===== src/rtl/core/b64sc_pkg.sv =====
package b64sc_pkg;

	localparam int unsigned MAX_RESULTS = 4;

	localparam logic [7:0] PAD_CHAR = 8'h3D;  // '='

	// APB register map (byte addresses)
	localparam int unsigned PADDR_W = 3;
	localparam logic [PADDR_W-1:0] ADDR_DIRECTION = 3'd0;

	// direction register values
	localparam logic DIR_ENCODE = 1'b0;
	localparam logic DIR_DECODE = 1'b1;

	typedef struct packed {
		logic [7:0] out_byte;
		logic       out_valid;
		logic       out_last;
		logic       out_error;
	} result_t;

	typedef struct packed {
		logic [15:0] group_bytes;
		logic [1:0]  group_count;
		logic [5:0]  bit_accumulator;
		logic [2:0]  bit_count;
		logic        stopped;
		logic        error_seen;
	} msg_state_t;

	typedef struct packed {
		logic [2:0] count;
		result_t    res0;
		result_t    res1;
		result_t    res2;
		result_t    res3;
	} step_out_t;

	// 6-bit value to alphabet character
	function automatic logic [7:0] enc_char(input logic [5:0] v);
		logic [7:0] c;
		if (v < 6'd26) begin
			c = 8'h41 + {2'b00, v};
		end else if (v < 6'd52) begin
			c = 8'h61 + {2'b00, v} - 8'd26;
		end else if (v < 6'd62) begin
			c = 8'h30 + {2'b00, v} - 8'd52;
		end else if (v == 6'd62) begin
			c = 8'h2B;
		end else begin
			c = 8'h2F;
		end
		return c;
	endfunction

	// character to {in_alphabet, 6-bit value}
	function automatic logic [6:0] dec_value(input logic [7:0] c);
		logic [6:0] r;
		if (c >= 8'h41 && c <= 8'h5A) begin
			r = {1'b1, 6'(c - 8'h41)};
		end else if (c >= 8'h61 && c <= 8'h7A) begin
			r = {1'b1, 6'(c - 8'h61 + 8'd26)};
		end else if (c >= 8'h30 && c <= 8'h39) begin
			r = {1'b1, 6'(c - 8'h30 + 8'd52)};
		end else if (c == 8'h2B) begin
			r = {1'b1, 6'd62};
		end else if (c == 8'h2F) begin
			r = {1'b1, 6'd63};
		end else begin
			r = 7'd0;
		end
		return r;
	endfunction

endpackage


===== src/rtl/core/base64_stream_codec.sv =====
// Base64 stream codec, standard alphabet with '=' padding, one byte per request.
// A request is held in the input register; its results load into the result buffer
// when it advances, and the first of them is then offered on the result channel.
// Throughput: one request per cycle; a request that yields results waits while the
// buffer drains (four results per encode group of three bytes, one per decoded byte).
// Reset (arst_n low, asynchronous) clears direction to encode and all message state.
module base64_stream_codec (
	input  logic        clk,
	input  logic        arst_n,
	// APB configuration port
	input  logic        psel,
	input  logic        penable,
	input  logic        pwrite,
	input  logic [2:0]  paddr,
	input  logic [31:0] pwdata,
	output logic [31:0] prdata,
	output logic        pready,
	// input channel
	input  logic        in_valid,
	output logic        in_stall,
	input  logic [7:0]  data_byte,
	input  logic        end_of_message,
	// result channel
	output logic        res_valid,
	input  logic        res_stall,
	output logic [7:0]  out_byte,
	output logic        out_valid,
	output logic        out_last,
	output logic        out_error
);
	import b64sc_pkg::*;

	logic        direction_q;

	// input register
	logic        valid_s1;
	logic [7:0]  byte_s1;
	logic        eom_s1;

	// message state
	msg_state_t  state_q;
	msg_state_t  state_nxt;
	step_out_t   step;

	// result buffer: up to four results from one request
	result_t     buf_q [MAX_RESULTS];
	logic [2:0]  cnt_q;
	logic [1:0]  rd_q;

	logic        in_accept;
	logic        res_accept;
	logic        buf_free;
	logic        advance;

	assign pready = 1'b1;

	// register file: only the direction bit
	always_ff @(posedge clk or negedge arst_n) begin
		if (!arst_n) begin
			direction_q <= DIR_ENCODE;
		end else if (psel && penable && pwrite && pready && paddr == ADDR_DIRECTION) begin
			direction_q <= pwdata[0];
		end
	end

	assign prdata = (paddr == ADDR_DIRECTION) ? {31'd0, direction_q} : 32'd0;

	b64sc_step u_step (
		.direction      (direction_q),
		.data_byte      (byte_s1),
		.end_of_message (eom_s1),
		.cur            (state_q),
		.nxt            (state_nxt),
		.res            (step)
	);

	// The buffer can take new results when it is empty or its last entry
	// leaves this cycle. A request that yields no results never waits.
	assign res_valid  = (cnt_q != 3'd0);
	assign res_accept = res_valid && !res_stall;
	assign buf_free   = (cnt_q == 3'd0) || (cnt_q == 3'd1 && res_accept);
	assign advance    = valid_s1 && (step.count == 3'd0 || buf_free);

	// Stall only while a held request cannot advance.
	assign in_stall   = valid_s1 && !advance;
	assign in_accept  = in_valid && !in_stall;

	always_ff @(posedge clk or negedge arst_n) begin
		if (!arst_n) begin
			valid_s1 <= 1'b0;
			state_q  <= '0;
		end else begin
			if (!valid_s1 || advance) begin
				valid_s1 <= in_accept;
			end
			if (advance) begin
				state_q <= state_nxt;
			end
		end
	end

	// payload of the input register needs no reset
	always_ff @(posedge clk) begin
		if (in_accept) begin
			byte_s1 <= data_byte;
			eom_s1  <= end_of_message;
		end
	end

	// Load a fresh batch of results, or advance the read pointer on each
	// taken result.
	always_ff @(posedge clk or negedge arst_n) begin
		if (!arst_n) begin
			cnt_q <= 3'd0;
			rd_q  <= 2'd0;
		end else if (advance && step.count != 3'd0) begin
			cnt_q <= step.count;
			rd_q  <= 2'd0;
		end else if (res_accept) begin
			cnt_q <= cnt_q - 3'd1;
			rd_q  <= rd_q + 2'd1;
		end
	end

	always_ff @(posedge clk) begin
		if (advance && step.count != 3'd0) begin
			buf_q[0] <= step.res0;
			buf_q[1] <= step.res1;
			buf_q[2] <= step.res2;
			buf_q[3] <= step.res3;
		end
	end

	assign out_byte  = buf_q[rd_q].out_byte;
	assign out_valid = buf_q[rd_q].out_valid;
	assign out_last  = buf_q[rd_q].out_last;
	assign out_error = buf_q[rd_q].out_error;

endmodule


===== src/rtl/core/b64sc_step.sv =====
module b64sc_step (
	input  logic                   direction,
	input  logic [7:0]             data_byte,
	input  logic                   end_of_message,
	input  b64sc_pkg::msg_state_t  cur,
	output b64sc_pkg::msg_state_t  nxt,
	output b64sc_pkg::step_out_t   res
);
	import b64sc_pkg::*;

	logic [1:0]  n_grp;
	logic [23:0] frag;
	logic [6:0]  dv;
	logic [11:0] acc;
	logic [3:0]  bits;
	logic [3:0]  bits_left;
	logic [12:0] one_sh;
	logic [11:0] mask;
	logic [11:0] acc_sh;
	logic [11:0] acc_keep;

	always_comb begin
		n_grp = cur.group_count + 2'd1;
		unique case (n_grp)
			2'd1:    frag = {data_byte, 16'd0};
			2'd2:    frag = {cur.group_bytes[7:0], data_byte, 8'd0};
			default: frag = {cur.group_bytes, data_byte};
		endcase

		dv        = dec_value(data_byte);
		acc       = {cur.bit_accumulator, dv[5:0]};
		bits      = {1'b0, cur.bit_count} + 4'd6;
		bits_left = (bits >= 4'd8) ? bits - 4'd8 : bits;
		acc_sh    = acc >> bits_left;
		one_sh    = 13'd1 << bits_left;
		mask      = one_sh[11:0] - 12'd1;
		acc_keep  = acc & mask;
	end

	always_comb begin
		nxt = cur;
		res = '0;
		if (direction == DIR_ENCODE) begin
			if (n_grp < 2'd3 && !end_of_message) begin
				// hold the byte until the group fills
				nxt.group_bytes = {cur.group_bytes[7:0], data_byte};
				nxt.group_count = n_grp;
			end else begin
				res.count = 3'd4;
				res.res0  = '{enc_char(frag[23:18]), 1'b1, 1'b0, 1'b0};
				res.res1  = '{enc_char(frag[17:12]), 1'b1, 1'b0, 1'b0};
				res.res2  = '{(n_grp >= 2'd2) ? enc_char(frag[11:6]) : PAD_CHAR,
					1'b1, 1'b0, 1'b0};
				res.res3  = '{(n_grp == 2'd3) ? enc_char(frag[5:0]) : PAD_CHAR,
					1'b1, end_of_message, 1'b0};
				nxt.group_bytes = '0;
				nxt.group_count = '0;
			end
		end else begin
			if (!cur.stopped) begin
				if (data_byte == PAD_CHAR) begin
					nxt.stopped = 1'b1;
				end else if (!dv[6]) begin
					nxt.stopped    = 1'b1;
					nxt.error_seen = 1'b1;
				end else begin
					if (bits >= 4'd8) begin
						res.count = 3'd1;
						res.res0  = '{acc_sh[7:0], 1'b1, end_of_message, cur.error_seen};
					end
					nxt.bit_accumulator = acc_keep[5:0];
					nxt.bit_count       = bits_left[2:0];
				end
			end
			// empty end marker when the last character yields no byte
			if (end_of_message && res.count == 3'd0) begin
				res.count = 3'd1;
				res.res0  = '{8'd0, 1'b0, 1'b1, nxt.error_seen};
			end
		end
		if (end_of_message) begin
			nxt = '0;
		end
	end

endmodule

===== config.mk =====
export PLATFORM = sky130hd
export DESIGN_NAME = base64_stream_codec
export DESIGN_NICKNAME = d
export VERILOG_FILES = /design/src/rtl/core/b64sc_pkg.sv /design/src/rtl/core/base64_stream_codec.sv /design/src/rtl/core/b64sc_step.sv
export SDC_FILE = /design/constraint.sdc
export NUM_CORES = 1
export LEC_CHECK = 0
export ABC_AREA = 1
export BUFFER_PORTS_ARGS = -buffer_cell sky130_fd_sc_hd__buf_2
export CAP_MARGIN = 5
export CORE_MARGIN = 2
export CORE_UTILIZATION = 64
export DETAILED_ROUTE_END_ITERATION = 7
export PLACE_DENSITY = 0.86
export REMOVE_ABC_BUFFERS = 1
export SLEW_MARGIN = 40
export SYNTH_ARGS = -nofsm -noshare
export SYNTH_HDL_FRONTEND = slang
export SYNTH_SLANG_ARGS = --single-unit

===== constraint.sdc =====
create_clock -name clk -period 5.05 [get_ports clk]
set_input_delay 1.01 -clock clk [delete_from_list [all_inputs] [get_ports clk]]
set_output_delay 1.01 -clock clk [all_outputs]
set_load 0.02 [all_outputs]

==> impl_metrics.py, run 1 <==
metrics = {
    "outcome": {
        "status": "complete, no violations",
    },
    "timing": {
        "rsz0062_at_grt": "false",
        "post-route-period-util": 0.788,
        "setup_slack_ps": 1070,
        "fin_setup_tns_ps": 0,
        "finClkSkew_ps": 15.3,
        "max_slew_margin": 0.575,
        "hold_viol": 0,
        "whs_ps": 484,
        "min_period_ps": 3980,
        "finalSetupViolCount": 0,
        "slew_viol_final": 0,
        "worst_slew_pin_slew_ps": 638,
        "max_freq_ghz": 0.251,
    },
    "global_routing": {
        "grt_overflow": 0,
        "grt_pass1_vias": 5722,
        "antenna_found_initial": 0,
        "grt_max_degree": 37,
        "grt_pass1_wl_mm": 27.2,
        "grt_use_total": 0.292,
    },
    "critical_path": {
        "slowest_stage": "edfxtp_1",
        "arrival_ps": 2970,
        "endpoint_kind": "output port",
        "path_max_fanout": 12,
        "r2r_slack_ps": 1580,
        "critical_path_class": "flop to output port",
        "path_cells": "inv_1, ha_1, nand2_1, nand2_1, nand3_1, nand3_1, nand3_2, nand3_4, nand3_4, nand2_4, inv_1, nand2_1, inv_1, buf_2",
        "r2r_end": "buf_q[3][6]$_SDFFCE_PN0P_",
        "worst_r2r_path_depth": 14,
        "crit_path_start_kind": "flop",
        "required_ps": 4040,
        "slowest_delay_ps": 650,
        "r2r-start": "state_q[12]$_DFFE_PN0P_",
    },
    "finish": {
        "antennaDiodeCount": 0,
        "fill_cells": 916,
        "fin_cells": 1093,
        "nets": 1060,
        "drive_above_1_share": 0.115,
        "area_growth_syn_to_layout_pct": 3.76,
    },
    "route": {
        "drt-total-wl_mm": 16.2,
        "ant_nets": 0,
        "top_layer": "met4",
        "avgRoutedWirePerCell_um": 14.8,
        "wl_met2_mm": 7.52,
        "drt_iter0_drc": 767,
        "wl_met1_mm": 7.01,
        "vias_per_cell": 5.74,
        "dr_total_vias": 6277,
        "routed-wl-met3_mm": 1.31,
        "route.detailed.drc": 0,
        "dr.pass1.iters": 5,
    },
    "die": {
        "dieArea_um2": 11800,
        "start_util": 0.653,
        "fp.dieH_um": 109,
        "coreArea_um2": 10700,
        "rows": 38,
        "die_w_um": 109,
        "io_pins": 97,
    },
    "place": {
        "port_buffers": 33,
        "place.gp.congestion": 0.943,
        "placedCellCount": 1077,
        "dp_slack_ps": 1500,
        "post-dp-hpwl_mm": 12.1,
    },
    "cts": {
        "ctsHoldBuffers": 0,
        "cts_setup_buffers": 0,
        "clk-insertion-delay-late_ps": 360,
        "numCtsBuffers": 9,
        "cts.clk_slew.worst_paths_ps": 90,
        "postCtsResizedCells": 0,
        "clockBufferDepth": 2,
        "clock-sinks": 81,
        "htree_levels": 3,
        "cts_tree": "yes",
        "ctsRootBufferMaster": "clkbuf_8",
    },
    "synthesis": {
        "syn_inst": 926,
        "synth-edff-count": 46,
        "ys_types": 56,
        "yosysMostFrequentCell": "nand2_1",
        "syn-cell-area_um2": 7020,
        "syn_avg_cell_area_um2": 7.58,
        "synth_area_leader_cell": "edfxtp_1",
        "yosysSeqAreaShare": 0.322,
        "yosys.area.top_type_share": 0.197,
        "synth_common_cells": "nand2_1, inv_1, nand3_1, o21ai_0, nor2_1",
        "async_flop_share": 0.432,
        "ys.flop_type": "edfxtp_1",
        "yosys-top-cells-area": "edfxtp_1, dfrtp_1, nand2_1, ha_1, inv_1",
        "yosysWarnings": 0,
        "ys_ff_latch": 81,
    },
    "worst_hold_path": {
        "whs_endpoint": "state_q[0]$_DFFE_PN0P_",
        "hp-class": "flop to flop",
        "min_path_cells": 2,
        "min_from": "state_q[0]$_DFFE_PN0P_",
    },
    "power_and_ir_drop": {
        "ir_drop_uv": 414,
        "power_density_nw_per_um2": 548,
        "power_leakage_nw": 3.40,
        "finalPower_mw": 3.99,
    },
    "job": {
        "cap_violations": 0,
    },
}
-- registers in the layout (all words and copies together), names as in the netlist --
name and count:
byte_s1 8, cnt_q 3, direction_q 1, eom_s1 1, rd_q 2, state_q 28
buf_q 37, valid_s1 1
-- metal layers --
layer  global-route usage  up-vias
met5                    0        -
li1                     -     3111
met3               0.0329       34
met1                0.405     2844
met2                0.477      288
met4               0.0980        0
-- worst max path at each step --
stage	from	endpoint	slack, ps
floorplan	state_q[11]$_DFFE_PN0P_	in_stall	1720
global placement	byte_s1[2]$_DFFE_PP_	in_stall	1520
detailed placement	byte_s1[2]$_DFFE_PP_	in_stall	1500
CTS	byte_s1[2]$_DFFE_PP_	in_stall	1110
global route	byte_s1[2]$_DFFE_PP_	in_stall	850
finish	byte_s1[2]$_DFFE_PP_	in_stall	1070
-- logic make-up (layout without fill, tap and decap cells) --
logic type / Yosys count / in the layout / synth area share
AND/OR/NAND/NOR: 395 / 395 / 0.248
AO/OA/AOI/OAI: 200 / 200 / 0.179
adder cells (fa/ha/maj): 61 / 61 / 0.109
other: 2 / 32 / 0.00107
buffers and inverters: 168 / 165 / 0.117
multiplexers: 2 / 2 / 0.00303
XOR/XNOR: 17 / 17 / 0.0212
flip-flops: 81 / 81 / 0.322
-- final cells by class --
cell class / count / area (um2) / area share
multi-input combinational: 707 / 4050 / 0.556
tap: 140 / 175 / 0.0241
clock buffer: 9 / 124 / 0.0170
sequential: 81 / 2260 / 0.310
timing repair buffer: 36 / 190 / 0.0261
clock inverter: 7 / 55.1 / 0.00756
inverter: 113 / 429 / 0.0590
-- critical path, delay by kind of cell, from the launching register on --
kind | cells | cell delay (ps)
AND/OR/NAND/NOR | 9 | 1090
flip-flops | 1 | 650
buffers and inverters | 4 | 550
adder cells (fa/ha/maj) | 1 | 330
-- report_power, final --
part	switching (mW)	leakage (nW)	total [mW]	internal, mW
registers	0.192	0.889	1.12	0.923
clock network	0.262	0.0814	0.445	0.183
logic	1.66	2.43	2.43	0.766
total	2.12	3.40	3.99	1.87
-- through the flow --
stage,cell area (um2),util
after floorplan,6740,-
after global placement,7100,0.661
after detailed placement,7100,0.661
after CTS,7280,0.677
after global routing,7280,0.677
final,7280,0.677
-- cell usage in the layout, fill, tap and decap left out, types with 3 or more instances in the layout --
cell type   synthesis  layout
a21o_1              4       4
a21oi_1            42      42
a31oi_1             5       5
buf_2               2      32
buf_4              35       4
clkbuf_8            0       9
clkinv_1            2       3
clkinvlp_4          0       3
conb_1              2      32
dfrtp_1            35      35
edfxtp_1           46      46
ha_1               61      61
inv_1             102     102
inv_2               8       8
nand2_1           216     216
nand2_2             4       4
nand3_1            71      71
nand3_4             4       4
nand4_1            10      10
nor2_1             63      63
nor2_2              6       6
nor3_1             11      11
o211ai_1           14      14
o21ai_0            65      65
o21ai_1            10      10
o21ai_2            22      22
o22ai_1            15      15
xnor2_1             6       6
xor2_1             11      11
Power figures use the tool's default switching activity.
==> run 2, diff against run 1 <==
--- a/config.mk
+++ b/config.mk
@@ -9,9 +9,9 @@
 export BUFFER_PORTS_ARGS = -buffer_cell sky130_fd_sc_hd__buf_2
 export CAP_MARGIN = 5
 export CORE_MARGIN = 2
-export CORE_UTILIZATION = 64
+export CORE_UTILIZATION = 59
 export DETAILED_ROUTE_END_ITERATION = 7
-export PLACE_DENSITY = 0.86
+export PLACE_DENSITY = 0.8
 export REMOVE_ABC_BUFFERS = 1
 export SLEW_MARGIN = 40
 export SYNTH_ARGS = -nofsm -noshare
==> constraint.sdc (replaced) <==
create_clock -name clk -period 4.2 [get_ports clk]
set_input_delay 0.84 -clock clk [delete_from_list [all_inputs] [get_ports clk]]
set_output_delay 0.84 -clock clk [all_outputs]
set_load 0.02 [all_outputs]
==> impl_metrics.py, run 2 (synthesized netlist as in run 1, its figures left out) <==
metrics = {
    "outcome": {
        "status": "finished with violations",
        "failed_checks": "DRC",
    },
    "power_and_ir_drop": {
        "ir_drop_uv": 420,
        "power_density_nw_per_um2": 683,
        "power_leakage_nw": 3.46,
    },
    "route": {
        "drt_iter0_drc": 720,
        "avgRoutedWirePerCell_um": 15.3,
        "drt-total-wl_mm": 16.8,
        "ant_nets": 0,
        "dr_total_vias": 6220,
        "vias_per_cell": 5.67,
        "dr.pass1.iters": 7,
        "route.detailed.drc": 10,
    },
    "die": {
        "coreArea_um2": 11500,
        "dieArea_um2": 12800,
        "die_w_um": 113,
        "io_pins": 97,
        "rows": 39,
        "start_util": 0.609,
        "fp.dieH_um": 113,
    },
    "finish": {
        "area_growth_syn_to_layout_pct": 5.48,
        "nets": 1061,
        "top_register": "buf_q",
        "antennaDiodeCount": 0,
        "final_cell_mix": "nand2_1, inv_1, nand3_1",
        "reg.largest.list": "buf_q x37, state_q x28, byte_s1 x8",
        "layout_commonest_cell": "nand2_1",
        "drive_above_1_share": 0.115,
        "fill_cells": 1039,
        "largest_register_ffs": 37,
        "fin_cells": 1097,
    },
    "critical_path": {
        "arrival_ps": 2900,
        "r2r-start": "state_q[12]$_DFFE_PN0P_",
        "critical_path_class": "flop to output port",
        "worst_r2r_path_depth": 11,
        "required_ps": 3360,
        "endpoint": "in_stall",
        "endpoint_kind": "output port",
        "path_max_fanout": 8,
        "setup.worst_path.start": "byte_s1[0]$_DFFE_PP_",
        "r2r_slack_ps": 820,
        "crit_path_start_kind": "flop",
        "r2r_end": "buf_q[3][4]$_SDFFCE_PP0P_",
    },
    "cts": {
        "htree_levels": 3,
        "numCtsBuffers": 9,
        "cts_tree": "yes",
        "clockBufferDepth": 2,
        "ctsRootBufferMaster": "clkbuf_16",
        "ctsHoldBuffers": 0,
        "cts_setup_buffers": 0,
        "clk-insertion-delay-late_ps": 340,
        "postCtsResizedCells": 0,
        "cts.clk_slew.worst_paths_ps": 60,
        "clock-sinks": 81,
    },
    "global_routing": {
        "gr-max-usage-layer": "met2",
        "grt_overflow": 0,
        "grt_max_degree": 37,
        "grt_use_total": 0.272,
        "antenna_found_initial": 0,
        "grt_use_met3": 0.0407,
        "grt.met2_usage": 0.444,
        "grt_pass1_vias": 5700,
        "met1_usage": 0.370,
        "grt_pass1_wl_mm": 27.8,
    },
    "place": {
        "port_buffers": 33,
        "placedCellCount": 1081,
        "post-dp-hpwl_mm": 12.4,
        "place.gp.congestion": 0.974,
    },
    "timing": {
        "worst_slew_pin_slew_ps": 652,
        "post-route-period-util": 0.890,
        "slew_viol_final": 0,
        "max_freq_ghz": 0.268,
        "finalSetupViolCount": 0,
        "finClkSkew_ps": 4.57,
        "fin_setup_tns_ps": 0,
        "max_slew_margin": 0.565,
        "min_period_ps": 3740,
        "hold_viol": 0,
        "rsz0062_at_grt": "false",
    },
    "job": {
        "cap_violations": 0,
    },
    "worst_hold_path": {
        "hp-class": "primary input to async pin",
    },
}
==> run 2: changes by cell type in the layout (fill, tap and decap cells not counted), sizes merged <==
cell      delta
buf          +1
clkinv       +1
clkbuf       +1
inv          -2
clkinvlp     -1
bufinv       +1
==> run 2: power by group <==
group	internal, mW	switching (mW)	total, mW
logic	0.928	2.02	2.95
registers	1.11	0.230	1.34
clock network	0.456	0.307	0.763
==> run 2: worst min path at each step <==
| stage | startpoint | to |
|---|---|---|
| final | arst_n | rd_q[0]$_DFFE_PN0P_ |
| after CTS | arst_n | rd_q[1]$_DFFE_PN0P_ |
| after detailed placement | state_q[26]$_DFFE_PN0P_ | state_q[26]$_DFFE_PN0P_ |
| after floorplan | state_q[0]$_DFFE_PN0P_ | state_q[0]$_DFFE_PN0P_ |
| after global routing | arst_n | rd_q[0]$_DFFE_PN0P_ |
| after global placement | state_q[23]$_DFFE_PN0P_ | state_q[23]$_DFFE_PN0P_ |
==> run 2: layer usage <==
metal	wire (um)	share of wire	up-vias
met5	0	0	-
met2	7950	0.47	242
met3	1070	0.063	32
met1	7330	0.44	2852
li1	-	-	3094
met4	448	0.027	0
==> run 2: critical path, cell delays in order (launching register included) <==
cell and delay [ps]:
edfxtp_1 550, inv_1 330, ha_1 240, inv_1 60
nand2_1 90, nand3_1 80, nand2_1 60, nand2_1 110
nand2_2 140, nand3_2 120, nand3_4 170, nand3_4 100
nand2_4 150, inv_1 50, nand2_1 100, inv_1 50
buf_2 150
==> run 2: through the flow <==
stage	instance area [um2]	total power, mW	hold WS [ps]	worst slack, ps	util
final	7400	5.05	456	462	0.643
after global routing	7400	5.50	491	237	0.643
after CTS	7400	5.02	474	497	0.643
after detailed placement	7110	4.25	468	878	0.618
after global placement	7110	4.19	465	939	0.617
after floorplan	6740	3.51	447	911	-
==> run 2: cell type report <==
cell class	instances	area [um2]	area share
Clock buffer	10	229	0.0309
Tap cell	143	179	0.0242
Timing Repair Buffer	37	198	0.0267
Inverter	113	429	0.0580
Clock inverter	6	58.8	0.00795
Multi-Input combinational cell	707	4050	0.547
Sequential cell	81	2260	0.305
